===== config.mk =====
export PLATFORM = sky130hd
export DESIGN_NAME = delta_timer_queue
export DESIGN_NICKNAME = d
export VERILOG_FILES = /design/src/dtq_pkg.sv /design/src/dtq_alu.sv /design/src/delta_timer_queue.sv
export SDC_FILE = /design/constraint.sdc
export NUM_CORES = 1
export LEC_CHECK = 0
export BUFFER_PORTS_ARGS = -buffer_cell sky130_fd_sc_hd__buf_4
export CAP_MARGIN = 40
export CORE_MARGIN = 8
export CORE_UTILIZATION = 30
export DETAILED_ROUTE_END_ITERATION = 10
export PLACE_DENSITY_LB_ADDON = 0.3
export SYNTH_ARGS = -nofsm -noshare
export SYNTH_HDL_FRONTEND = slang
export SYNTH_SLANG_ARGS = --single-unit

===== constraint.sdc =====
create_clock -name clk -period 19.4 [get_ports clk]
set_input_delay 3.88 -clock clk [delete_from_list [all_inputs] [get_ports clk]]
set_output_delay 3.88 -clock clk [all_outputs]
set_load 0.01 [all_outputs]

===== src/dtq_pkg.sv =====
// Package: shared types and constants for the delta timer queue.
`timescale 1ns / 1ps
package dtq_pkg;
  localparam int ENTRIES   = 16;
  localparam int TIME_BITS = 32;
  localparam int IDW       = $clog2(ENTRIES);
  localparam int LNKW      = IDW + 1;
  localparam logic [LNKW-1:0] NIL = LNKW'(ENTRIES);
  localparam logic [TIME_BITS-1:0] TMAX = {TIME_BITS{1'b1}};

  typedef enum logic [2:0] {
    OP_SCHED    = 3'd0,
    OP_SHIFT    = 3'd1,
    OP_POP      = 3'd2,
    OP_POP_RESC = 3'd3,
    OP_RESCHED  = 3'd4,
    OP_REMOVE   = 3'd5,
    OP_NOP6     = 3'd6,
    OP_NOP7     = 3'd7
  } opcode_t;

  typedef enum logic [1:0] {
    ST_OK         = 2'd0,
    ST_NOT_QUEUED = 2'd1,
    ST_QUEUED     = 2'd2
  } status_t;

  typedef struct packed {
    opcode_t     opcode;
    logic [3:0]  entry_id;
    logic [31:0] time_value;
  } in_beat_t;

  typedef struct packed {
    status_t    status;
    logic       popped_valid;
    logic [3:0] popped_id;
    logic       queue_empty;
  } out_beat_t;

  typedef enum logic [3:0] {
    S_IDLE,
    S_DECODE,
    S_POP,
    S_UNL_WALK,
    S_UNL_FIX,
    S_INS_WALK,
    S_INS_LINK,
    S_INS_PATCH,
    S_SH_WALK,
    S_DONE
  } state_t;

  // Shared subtract/compare unit command and result.
  typedef struct packed {
    logic [TIME_BITS-1:0] a;
    logic [TIME_BITS-1:0] b;
  } alu_req_t;

  typedef struct packed {
    logic                 a_le_b;   // a <= b
    logic [TIME_BITS-1:0] b_sub_a;  // b - a
    logic [TIME_BITS-1:0] a_sub_b;  // a - b
    logic [TIME_BITS-1:0] sat_sum;  // a + b, saturated
  } alu_rsp_t;
endpackage


===== src/dtq_alu.sv =====
// Shared compare, subtract and saturating add unit.
`timescale 1ns / 1ps
module dtq_alu (
  input  dtq_pkg::alu_req_t req,
  output dtq_pkg::alu_rsp_t rsp
);
  import dtq_pkg::*;
  logic [TIME_BITS:0] sum;
  assign sum         = {1'b0, req.a} + {1'b0, req.b};
  assign rsp.a_le_b  = req.a <= req.b;
  assign rsp.b_sub_a = req.b - req.a;
  assign rsp.a_sub_b = req.a - req.b;
  assign rsp.sat_sum = sum[TIME_BITS] ? TMAX : sum[TIME_BITS-1:0];
endmodule


===== src/delta_timer_queue.sv =====
// Top level: delta timer queue sequencer with linked-list storage.
`timescale 1ns / 1ps
//  channel | direction | beat         | handshake
//  in_     | input     | in_beat_t    | in_valid / in_stall
//  out_    | output    | out_beat_t   | out_valid / out_stall
// One beat per operation. The list walks (remove, shift, schedule,
// pop_reschedule, and for reschedule an unlink walk then an insert walk)
// visit one entry per cycle through the shared subtract unit, and the
// sequencer returns to idle before the next beat is taken.
// Reset empties the queue at once (flags cleared, head set to none).
// in_stall is high from acceptance until the sequencer is idle again.
// out_stall holds the result register; the next op runs meanwhile and waits
// in the done state until the held beat goes.
module delta_timer_queue (
  input  logic               clk,
  input  logic               rst_n,
  input  logic               in_valid,
  output logic               in_stall,
  input  dtq_pkg::in_beat_t  in_data,
  output logic               out_valid,
  input  logic               out_stall,
  output dtq_pkg::out_beat_t out_data
);
  import dtq_pkg::*;

  // Entry stores: undefined until written, only read for queued entries.
  logic [TIME_BITS-1:0] delta_mem [ENTRIES];
  logic [LNKW-1:0]      link_mem  [ENTRIES];
  logic [ENTRIES-1:0]   queued_r, queued_nxt;
  logic [LNKW-1:0]      head_r, head_nxt;

  state_t               state_r, state_nxt;
  opcode_t              op_r, op_nxt;
  logic [IDW-1:0]       id_r, id_nxt;
  logic [TIME_BITS-1:0] tv_r, tv_nxt;       // remaining delay / time
  logic [LNKW-1:0]      prev_r, prev_nxt;
  logic [LNKW-1:0]      cur_r, cur_nxt;
  logic [IDW:0]         guard_r, guard_nxt;
  out_beat_t            wres_r, wres_nxt;   // result under construction
  out_beat_t            res_r, res_nxt;     // result on the out_ channel
  logic                 ov_r, ov_nxt;

  // Store write ports, one delta write and one link write per cycle.
  logic                 dw_en;
  logic [IDW-1:0]       dw_addr;
  logic [TIME_BITS-1:0] dw_data;
  logic                 lw_en;
  logic [IDW-1:0]       lw_addr;
  logic [LNKW-1:0]      lw_data;

  alu_req_t alu_req;
  alu_rsp_t alu_rsp;
  dtq_alu u_alu (.req(alu_req), .rsp(alu_rsp));

  logic [IDW-1:0]       cur_i, in_id;
  logic [TIME_BITS-1:0] cur_d;
  logic [LNKW-1:0]      cur_l;
  logic                 cur_nil;
  assign cur_i   = cur_r[IDW-1:0];
  assign cur_nil = cur_r[IDW];
  assign cur_d   = delta_mem[cur_i];
  assign cur_l   = link_mem[cur_i];
  assign in_id   = in_data.entry_id[IDW-1:0];

  assign in_stall  = (state_r != S_IDLE);
  assign out_valid = ov_r;
  assign out_data  = res_r;

  always_ff @(posedge clk) begin
    if (!rst_n) begin
      state_r  <= S_IDLE;
      queued_r <= '0;
      head_r   <= NIL;
      ov_r     <= 1'b0;
    end else begin
      state_r  <= state_nxt;
      queued_r <= queued_nxt;
      head_r   <= head_nxt;
      ov_r     <= ov_nxt;
    end
  end

  always_ff @(posedge clk) begin
    op_r    <= op_nxt;
    id_r    <= id_nxt;
    tv_r    <= tv_nxt;
    prev_r  <= prev_nxt;
    cur_r   <= cur_nxt;
    guard_r <= guard_nxt;
    wres_r  <= wres_nxt;
    res_r   <= res_nxt;
    if (dw_en) begin
      delta_mem[dw_addr] <= dw_data;
    end
    if (lw_en) begin
      link_mem[lw_addr] <= lw_data;
    end
  end

  always_comb begin
    state_nxt  = state_r;
    queued_nxt = queued_r;
    head_nxt   = head_r;
    ov_nxt     = ov_r;
    op_nxt     = op_r;
    id_nxt     = id_r;
    tv_nxt     = tv_r;
    prev_nxt   = prev_r;
    cur_nxt    = cur_r;
    guard_nxt  = guard_r;
    wres_nxt   = wres_r;
    res_nxt    = res_r;
    dw_en      = 1'b0;
    dw_addr    = cur_i;
    dw_data    = '0;
    lw_en      = 1'b0;
    lw_addr    = cur_i;
    lw_data    = NIL;
    alu_req.a  = cur_d;
    alu_req.b  = tv_r;

    unique case (state_r)
      S_IDLE: begin
        if (in_valid) begin
          op_nxt    = in_data.opcode;
          id_nxt    = in_id;
          tv_nxt    = in_data.time_value[TIME_BITS-1:0];
          wres_nxt  = '0;
          state_nxt = S_DECODE;
        end
      end
      S_DECODE: begin
        prev_nxt  = NIL;
        cur_nxt   = head_r;
        guard_nxt = '0;
        state_nxt = S_DONE;
        case (op_r)
          OP_SCHED: begin
            if (queued_r[id_r]) wres_nxt.status = ST_QUEUED;
            else state_nxt = S_INS_WALK;
          end
          OP_SHIFT: state_nxt = S_SH_WALK;
          OP_POP, OP_POP_RESC: state_nxt = S_POP;
          OP_RESCHED, OP_REMOVE: begin
            if (!queued_r[id_r]) wres_nxt.status = ST_NOT_QUEUED;
            else state_nxt = S_UNL_WALK;
          end
          default: state_nxt = S_DONE;
        endcase
      end
      S_POP: begin
        // cur_r holds the head here
        state_nxt = S_DONE;
        if (!cur_nil && cur_d == '0) begin
          wres_nxt.popped_valid = 1'b1;
          wres_nxt.popped_id    = 4'(cur_i);
          head_nxt              = cur_l;
          queued_nxt[cur_i]     = 1'b0;
          lw_en                 = 1'b1;
          lw_data               = NIL;
          if (op_r == OP_POP_RESC) begin
            id_nxt    = cur_i;
            cur_nxt   = cur_l;
            state_nxt = S_INS_WALK;
          end
        end
      end
      S_UNL_WALK: begin
        if (cur_nil || guard_r == (IDW+1)'(ENTRIES)) begin
          queued_nxt[id_r] = 1'b0;
          state_nxt        = (op_r == OP_RESCHED) ? S_UNL_FIX : S_DONE;
        end else if (cur_i == id_r) begin
          if (prev_r[IDW]) head_nxt = cur_l;
          else begin
            lw_en   = 1'b1;
            lw_addr = prev_r[IDW-1:0];
            lw_data = cur_l;
          end
          queued_nxt[id_r] = 1'b0;
          prev_nxt = cur_r;      // remember the removed entry
          cur_nxt  = cur_l;      // successor to receive the delay
          state_nxt = S_UNL_FIX;
        end else begin
          prev_nxt  = cur_r;
          cur_nxt   = cur_l;
          guard_nxt = guard_r + 1'b1;
        end
      end
      S_UNL_FIX: begin
        // successor += removed delay, saturating
        if (!prev_r[IDW] && prev_r[IDW-1:0] == id_r) begin
          alu_req.a = delta_mem[id_r];
          alu_req.b = cur_d;
          if (!cur_nil) begin
            dw_en   = 1'b1;
            dw_data = alu_rsp.sat_sum;
          end
          lw_en   = 1'b1;
          lw_addr = id_r;
          lw_data = NIL;
        end
        if (op_r == OP_RESCHED) begin
          prev_nxt  = NIL;
          cur_nxt   = head_nxt;
          guard_nxt = '0;
          state_nxt = S_INS_WALK;
        end else begin
          state_nxt = S_DONE;
        end
      end
      S_INS_WALK: begin
        if (cur_nil || guard_r == (IDW+1)'(ENTRIES)) begin
          state_nxt = S_INS_LINK;
        end else if (alu_rsp.a_le_b) begin
          tv_nxt    = alu_rsp.b_sub_a;
          prev_nxt  = cur_r;
          cur_nxt   = cur_l;
          guard_nxt = guard_r + 1'b1;
        end else begin
          dw_en     = 1'b1;
          dw_data   = alu_rsp.a_sub_b;
          state_nxt = S_INS_LINK;
        end
      end
      S_INS_LINK: begin
        // new entry takes its delay and the successor found by the walk
        dw_en   = 1'b1;
        dw_addr = id_r;
        dw_data = tv_r;
        lw_en   = 1'b1;
        lw_addr = id_r;
        lw_data = cur_r;
        if (prev_r[IDW]) head_nxt = {1'b0, id_r};
        queued_nxt[id_r] = 1'b1;
        state_nxt = (prev_r[IDW]) ? S_DONE : S_INS_PATCH;
      end
      S_INS_PATCH: begin
        // predecessor now points at the new entry
        lw_en     = 1'b1;
        lw_addr   = prev_r[IDW-1:0];
        lw_data   = {1'b0, id_r};
        state_nxt = S_DONE;
      end
      S_SH_WALK: begin
        if (cur_nil || guard_r == (IDW+1)'(ENTRIES)) begin
          state_nxt = S_DONE;
        end else if (alu_rsp.a_le_b) begin
          tv_nxt    = alu_rsp.b_sub_a;
          dw_en     = 1'b1;
          dw_data   = '0;
          cur_nxt   = cur_l;
          guard_nxt = guard_r + 1'b1;
        end else begin
          dw_en     = 1'b1;
          dw_data   = alu_rsp.a_sub_b;
          state_nxt = S_DONE;
        end
      end
      S_DONE: begin
        if (!ov_r || !out_stall) begin
          res_nxt             = wres_r;
          res_nxt.queue_empty = head_r[IDW];
          ov_nxt    = 1'b1;
          state_nxt = S_IDLE;
        end
      end
      default: state_nxt = S_IDLE;
    endcase
    if (ov_r && !out_stall && !(state_r == S_DONE)) ov_nxt = 1'b0;
  end

  // Queue empty flag must agree with head on every result.
  a_empty: assert property (@(posedge clk) disable iff (!rst_n)
    (state_r == S_DONE && !(ov_r && out_stall)) |=> res_r.queue_empty == head_r[IDW])
    else $error("queue_empty mismatch");
  a_pop_id: assert property (@(posedge clk) disable iff (!rst_n)
    (ov_r && res_r.popped_valid) |-> (res_r.status == ST_OK))
    else $error("pop with bad status");
  a_busy: assert property (@(posedge clk) disable iff (!rst_n)
    (state_r != S_IDLE) |-> in_stall)
    else $error("accept while busy");
  a_head: assert property (@(posedge clk) disable iff (!rst_n)
    (head_r == NIL) |-> (queued_r == '0 || state_r != S_IDLE))
    else $error("empty head with queued entries");
endmodule

==> flow_summary.toml, run 1 <==
[outcome]
status = "finished, final reports clean"

[synth]
synth_area_leader_cell = "edfxtp_1"
synth-edff-count = 661
synth.top_cell.area_share_pct = 52.4
synth.area.top_cells = "edfxtp_1 52%, mux4_2 19%, ha_1 3.2%, mux2i_1 2.7%, a21oi_1 2.0%"
synth_fp_nets = 2798
ys_ff_latch = 695
synth_seq_area_share_pct = 54.2
synthDistinctLibCells = 72
synth.avg_cell_area_um2 = 14.3
synthFlopType = "edfxtp_1"
netlist_instances = 2655
yosys_warnings = 0
synth_area_um2 = 37900
postSynth.asyncResetShare_pct = 0

[drt]
drt-vias-per-instance = 5.65
via_count = 24786
drt_iter0_drc = 2740
ant_nets = 0
routed_wl_mm = 115
drcViolationCount = 0
firstDrtPassIters = 6
detail_route.wl_per_cell_um = 26.2

[floorplanning]
dieWidth_um = 371
start_util_pct = 30.2
io_pins = 53
die_height_um = 371
placementRows = 130
die-area_um2 = 138000
fp.coreArea_um2 = 126000

[clock_network]
ctsRootBufferMaster = "clkbuf_16"
postCtsResizedCells = 0
clkTransAtPathRegs_ps = 60
worstSkewPairLatency_ps = 640
cts_hold_buf = 0
cts_inserted_buffers = 74
clock_sinks = 695
cts_setup_buffers = 0
htreeDepth = 3
cts_tree = "built"
max-clock-path-buffers = 3

[setup_path]
critical-path-top-delay-family = "compound AO/OA/AOI/OAI gates"
cp-start-kind = "register"
max_stage_delay_ps = 850
path_buf_inv = 5
slowest_stage = "dfxtp_4"
worstPathRequired_ps = 19680
critPathMaxFanout = 39
worst-setup-path-type = "reg -> reg"
crit_path_cell_trace = "buf_4, buf_4, mux4_2, a22oi_1, o21ai_0, mux2i_1, inv_1, ha_1, and3_1, a311oi_1, nand2b_1, a311oi_1, o21ai_0, buf_2, o21ai_0, a211oi_2, nand2b_1, nor2_4, buf_4"
critPathCaptureType = "register"
crit_arrival_ps = 8020

[finish]
final_nets = 2831
drive_gt1_share_pct = 22.6
instances_no_fill = 4390
areaGrowthSynthToFinish_pct = 13.1
final_area_um2 = 42900

[sta]
max_freq_ghz = 0.129
layout_setup_ws_ps = 11670
finalCritPeriodShare_pct = 39.9
period_needed_ps = 7730
fin_skew_ps = 31.1
slew_violations = 0
hold_ws_ps = 429
setup_tns_ps = 0
rsz0062_at_grt = "no"
setup_viol = 0
finalHoldViolations = 0
relSlewSlack_pct = 35.6
tightest_slew_ps = 959

[power]
p_switching_mw = 3.44
power_density_nw_per_um2 = 180
p_seq_share_pct = 26.0
combPwrFrac_pct = 55.8
p_int_mw = 4.28
switching_share_pct = 44.5
p_leak_nw = 13.8
vdd_drop_max_uv = 87.7
p_clk_share_pct = 18.2

[grt]
antenna_found_initial = 0
grt_pass1_wl_mm = 168
grt_overflow = 0
grt_pass1_vias = 24652
grt_use_total_pct = 16.3
grt_max_degree = 56

[placement]
dpl-instance-area_um2 = 40500
dp_cells = 4261
dp_slack_ps = 11650
dp_hpwl_mm = 76.3
routabilityCongestion = 0.916
io_buffer_count = 52

[run]
max-cap-violations = 0

[hold_path]
hold_path_class = "reg -> reg"
-- flip-flops by register name, summed over array words and instances, names as in the netlist, named ones only --
signal	cells
head_r	5
out_data	8
id_r	4
queued_r	16
op_r	3
guard_r	5
cur_r	5
delta_mem	512
out_valid	1
prev_r	5
state_r	4
wres_r	7
link_mem	80
tv_r	32
-- placed cells by master, fill, tap and decap left out, drive strengths merged, types with 87 or more instances in the layout --
| master | count |
|---|---|
| edfxtp | 661 |
| mux4 | 314 |
| nor2 | 163 |
| a21oi | 152 |
| nand2 | 142 |
| buf | 132 |
| inv | 109 |
| mux2i | 103 |
| o21ai | 100 |
| ha | 97 |
| clkbuf | 87 |
-- worst paths after layout --
| path | start | endpoint | slack, ps | depth (start not counted) |
|---|---|---|---|---|
| worst max-delay path | register | delta_mem[10][8] | 11670 | 19 |
| worst min-delay path | wres_r[6] | out_data[6] | 430 | 0 |
| worst max register to register | register | delta_mem[10][8] | 11670 | 19 |
| worst min register to register | wres_r[6] | out_data[6] | 430 | 0 |
-- per-stage QoR --
| step | util, % | power, mW |
|---|---|---|
| floorplan | - | 4.92 |
| CTS | 34.1 | 7.69 |
| global placement | 32.0 | 6.21 |
| global route | 34.2 | 8.09 |
| detailed placement | 32.3 | 6.27 |
| finish | 34.2 | 7.72 |
-- logic make-up after synthesis --
| family | count (synthesis) | synth area share (%) |
|---|---|---|
| buf+inv | 287 | 3.01 |
| mux | 429 | 21.7 |
| compound gates | 521 | 9.13 |
| xor+xnor | 87 | 2.01 |
| flops | 695 | 54.2 |
| fa+ha+maj | 100 | 3.36 |
| simple gates | 536 | 6.60 |
-- worst reg2reg max path: stages, from the launching register on --
cell      delay, ps
dfxtp_4         850
buf_4           440
buf_4           650
mux4_2          640
a22oi_1         180
o21ai_0         260
mux2i_1         320
inv_1           110
ha_1            440
and3_1          320
a311oi_1        690
nand2b_1        220
a311oi_1        100
o21ai_0         170
buf_2           220
o21ai_0         120
a211oi_2        750
nand2b_1        480
nor2_4           60
buf_4           340
-- synth_stat cells (6+ instances only) --
| master | n |
|---|---|
| buf_1 | 39 |
| o31ai_1 | 11 |
| xor2_1 | 14 |
| o221a_2 | 14 |
| nor2b_1 | 27 |
| o22ai_1 | 8 |
| o21bai_1 | 27 |
| nand3_1 | 31 |
| a21o_1 | 22 |
| nor4_1 | 15 |
| a221oi_1 | 16 |
| a21oi_1 | 152 |
| or2_2 | 9 |
| nand4_1 | 12 |
| inv_1 | 104 |
| a311oi_1 | 8 |
| a221o_1 | 14 |
| ha_1 | 97 |
| o221ai_1 | 6 |
| xnor2_1 | 73 |
| o211ai_1 | 14 |
| a222oi_1 | 7 |
| nor2_1 | 163 |
| nand2b_1 | 31 |
| a31oi_1 | 29 |
| a22oi_1 | 38 |
| buf_2 | 16 |
| edfxtp_1 | 661 |
| a41oi_1 | 8 |
| mux2_2 | 12 |
| o21ai_0 | 98 |
| a211oi_1 | 11 |
| and3_1 | 10 |
| mux2i_1 | 103 |
| or4_1 | 10 |
| nor3_1 | 59 |
| dfxtp_1 | 34 |
| clkinv_1 | 8 |
| mux4_2 | 314 |
| clkbuf_1 | 111 |
| and2_1 | 17 |
| nand2_1 | 142 |
-- layout make-up --
type / count / area (µm²)
multi-input combinational: 1673 / 16400
sequential: 695 / 20600
tap: 1650 / 2060
fill: 12082 / 82700
clock inverter: 40 / 368
inverter: 112 / 420
antenna: 1 / 2.50
timing repair buffer: 132 / 1120
clock buffer: 87 / 1990
-- per-layer routing --
layer	track usage [%]	up-vias	routed length, µm
met4	5.17	0	3420
met3	2.85	192	8340
met2	26.7	1009	55100
li1	-	10639	-
met5	0	-	0
met1	21.8	12946	48300
-- power groups by stage --
stage	Clock (mW)	Combinational [mW]	Sequential, mW
2_1_floorplan	0	3.01	1.91
3_3_place_gp	0	4.14	2.07
3_5_place_dp	0	4.23	2.04
4_1_cts	1.44	4.25	2.01
5_1_grt	1.49	4.58	2.03
6_report	1.40	4.30	2.01
No activity file was read; power rests on OpenSTA's default activity.
==> run 2: changes to the inputs <==
ABC_AREA = 1   (was unset)
clock period = 6.4 ns   (was 19.4 ns; I/O delays follow)
==> run 2 against run 1 <==
Against the previous run: register-to-register slack worse by 11000 ps; cell count up 56%; via count up 46%; fmax up 33%; critical path type unchanged; largest cell class unchanged.
==> flow_summary.toml, run 2 <==
[finish]
fill_cells = 14238
drive_gt1_share_pct = 9.59
final_cell_mix = "920 x nand2_1, 661 x edfxtp_1, 591 x inv_1"
top_register = "delta_mem"
reg_top3 = "delta_mem x512, link_mem x80, tv_r x32"
fin_util_pct = 34.8
final_nets = 5120
diodes = 0
largest_reg_flops = 512
areaGrowthSynthToFinish_pct = 15.7
layout_commonest_cell = "nand2_1"

[floorplanning]
fp.coreArea_um2 = 137000
placementRows = 136
die-area_um2 = 149000
die_height_um = 386
io_pins = 53
dieWidth_um = 386
start_util_pct = 30.1

[drt]
via_count = 36276
ant_nets = 0
drt-vias-per-instance = 5.31
routed_wl_mm = 152
drcViolationCount = 0
firstDrtPassIters = 5
detail_route.wl_per_cell_um = 22.3
drt_iter0_drc = 3833

[synth]
synth_fp_nets = 5051
synth_mux_area_share_pct = 0
netlist_instances = 4908
synth.most_common_cell = "nand2_1"
synth_common_cells = "920 x nand2_1, 661 x edfxtp_1, 593 x inv_1"
synth_area_leader_cell = "edfxtp_1"
ys_ff_latch = 695
synthFlopType = "edfxtp_1"
synth_compound_area_share_pct = 18.3
synthDistinctLibCells = 52
synth.area.top_cells = "edfxtp_1 48%, nand2_1 8.4%, o21ai_0 6.7%, inv_1 5.4%, a21oi_1 5.0%"
synth.top_cell.area_share_pct = 48.3
synth_fa_ha_area_share_pct = 3.10
synthSimpleGateAreaFrac_pct = 18.7
synth_top_family_by_area = "simple AND/OR/NAND/NOR gates"
synth-edff-count = 661
synth_xor_area_share_pct = 1.28
synth_area_um2 = 41100
synth.avg_cell_area_um2 = 8.38
postSynth.asyncResetShare_pct = 0
yosys_warnings = 0
synth_seq_area_share_pct = 49.9

[clock_network]
cts_inserted_buffers = 79
cts_hold_buf = 0
htreeDepth = 3
postCtsResizedCells = 0
ctsRootBufferMaster = "clkbuf_16"
clock_sinks = 695
max-clock-path-buffers = 3
cts_tree = "built"
cts_setup_buffers = 0
worstSkewPairLatency_ps = 670
clkTransAtPathRegs_ps = 60

[setup_path]
r2r_end = "delta_mem[10][14]"
critical-path-top-delay-family = "compound AO/OA/AOI/OAI gates"
critPathMaxFanout = 52
worstRegToRegCells = 25
r2r_slack_ps = 600
path_buf_inv = 9
max_stage_delay_ps = 720
worst-setup-path-type = "reg -> reg"
worstPathRequired_ps = 6730
cp-start-kind = "register"
critPathCaptureType = "register"
slowest_stage = "dfxtp_4"
crit_arrival_ps = 6130

[power]
combPwrFrac_pct = 62.4
p_leak_nw = 18.8
p_clk_share_pct = 16.3
power_density_nw_per_um2 = 577
p_switching_mw = 14.3
switching_share_pct = 52.1
power_mw = 27.5
p_int_mw = 13.2
p_seq_share_pct = 21.4
vdd_drop_max_uv = 241

[hold_path]
hold_path_depth = 0
hold_end = "out_data[2]"
hold_path_class = "reg -> reg"
holdCritStartpoint = "wres_r[2]"

[placement]
dp_hpwl_mm = 108
io_buffer_count = 52
routabilityCongestion = 0.940

[sta]
fin_skew_ps = 44.0
period_needed_ps = 5800
finalCritPeriodShare_pct = 90.7
slew_violations = 0
setup_viol = 0
setup_tns_ps = 0
finalHoldViolations = 0
rsz0062_at_grt = "no"
relSlewSlack_pct = 42.4
max_freq_ghz = 0.172
tightest_slew_ps = 864

[grt]
grt_overflow = 0
grt_max_degree = 139
grt_use_total_pct = 19.9
grt_pass1_wl_mm = 225
antenna_found_initial = 2
grt_pass1_vias = 34887

[outcome]
status = "finished, final reports clean"

[run]
max-cap-violations = 0
run 2: cell count changes in the layout (fill, tap and decap cells not counted), moves of 45 or more:
cell,before,now
xnor2_1,73,3
o211ai_1,14,162
mux4_2,314,0
buf_4,117,234
nor2_1,153,383
nand3_1,31,413
mux2i_1,103,0
o21ai_0,94,548
a21oi_1,152,414
inv_1,104,591
o221ai_1,6,63
nand2_1,142,920
buf_12,0,45
run 2: metal layers:
| layer | track usage (%) | up-vias | wire (µm) |
|---|---|---|---|
| met5 | 0 | - | 0 |
| met2 | 32.1 | 1515 | 69600 |
| met1 | 27.0 | 17461 | 66400 |
| met4 | 7.46 | 0 | 6010 |
| met3 | 2.69 | 288 | 10100 |
| li1 | - | 17012 | - |
run 2: logic make-up (layout without fill, tap and decap cells):
logic type | Yosys count | count (layout)
buffers and inverters | 901 | 1028
flip-flops | 695 | 695
AO/OA/AOI/OAI | 1315 | 1315
AND/OR/NAND/NOR | 1837 | 1837
XOR/XNOR | 60 | 60
adder cells (fa/ha/maj) | 100 | 100
run 2: how the worst max path moves through the flow:
stage | startpoint | end | slack [ps] | cells after the start
global placement | register | delta_mem[2][5] | 510 | 24
finish | register | delta_mem[10][14] | 600 | 25
detailed placement | register | delta_mem[10][4] | 660 | 25
floorplan | register | tv_r[0] | 100 | 22
CTS | register | delta_mem[10][14] | 620 | 25
global route | register | delta_mem[10][19] | 180 | 25
run 2: power by group through the flow:
stage	Clock [mW]	Sequential (mW)	Combinational (mW)
after CTS	4.56	5.86	16.8
after global routing	4.71	5.90	18.5
after global placement	0	5.95	16.8
final	4.47	5.87	17.1
after detailed placement	0	5.95	16.7
after floorplan	0	5.63	10.3
run 2: cell type report:
cell class,instances,area [µm²],area share [%]
inverter,600,2260,4.76
timing repair buffer,289,2890,6.08
sequential,695,20600,43.2
tap,1794,2240,4.72
clock inverter,40,352,0.739
clock buffer,99,2110,4.44
multi-input combinational,3312,17200,36.1
run 2: through the flow:
stage               instance area, µm²  cells  hold slack (ps)  setup WS, ps
finish                           47600   6829              417           597
global route                     47600   6829              441           179
CTS                              47600   6829              419           620
detailed placement               45100   6690              407           656
global placement                 44800   6676              434           506
floorplan                        41100   4908              400           102
run 2: worst register-to-register path, delay by kind of cell (launching register included):
kind                     cells  cell delay, ps
AO/OA/AOI/OAI                9            1780
buffers and inverters        9            1590
AND/OR/NAND/NOR              6             950
flip-flops                   1             720
adder cells (fa/ha/maj)      1             420
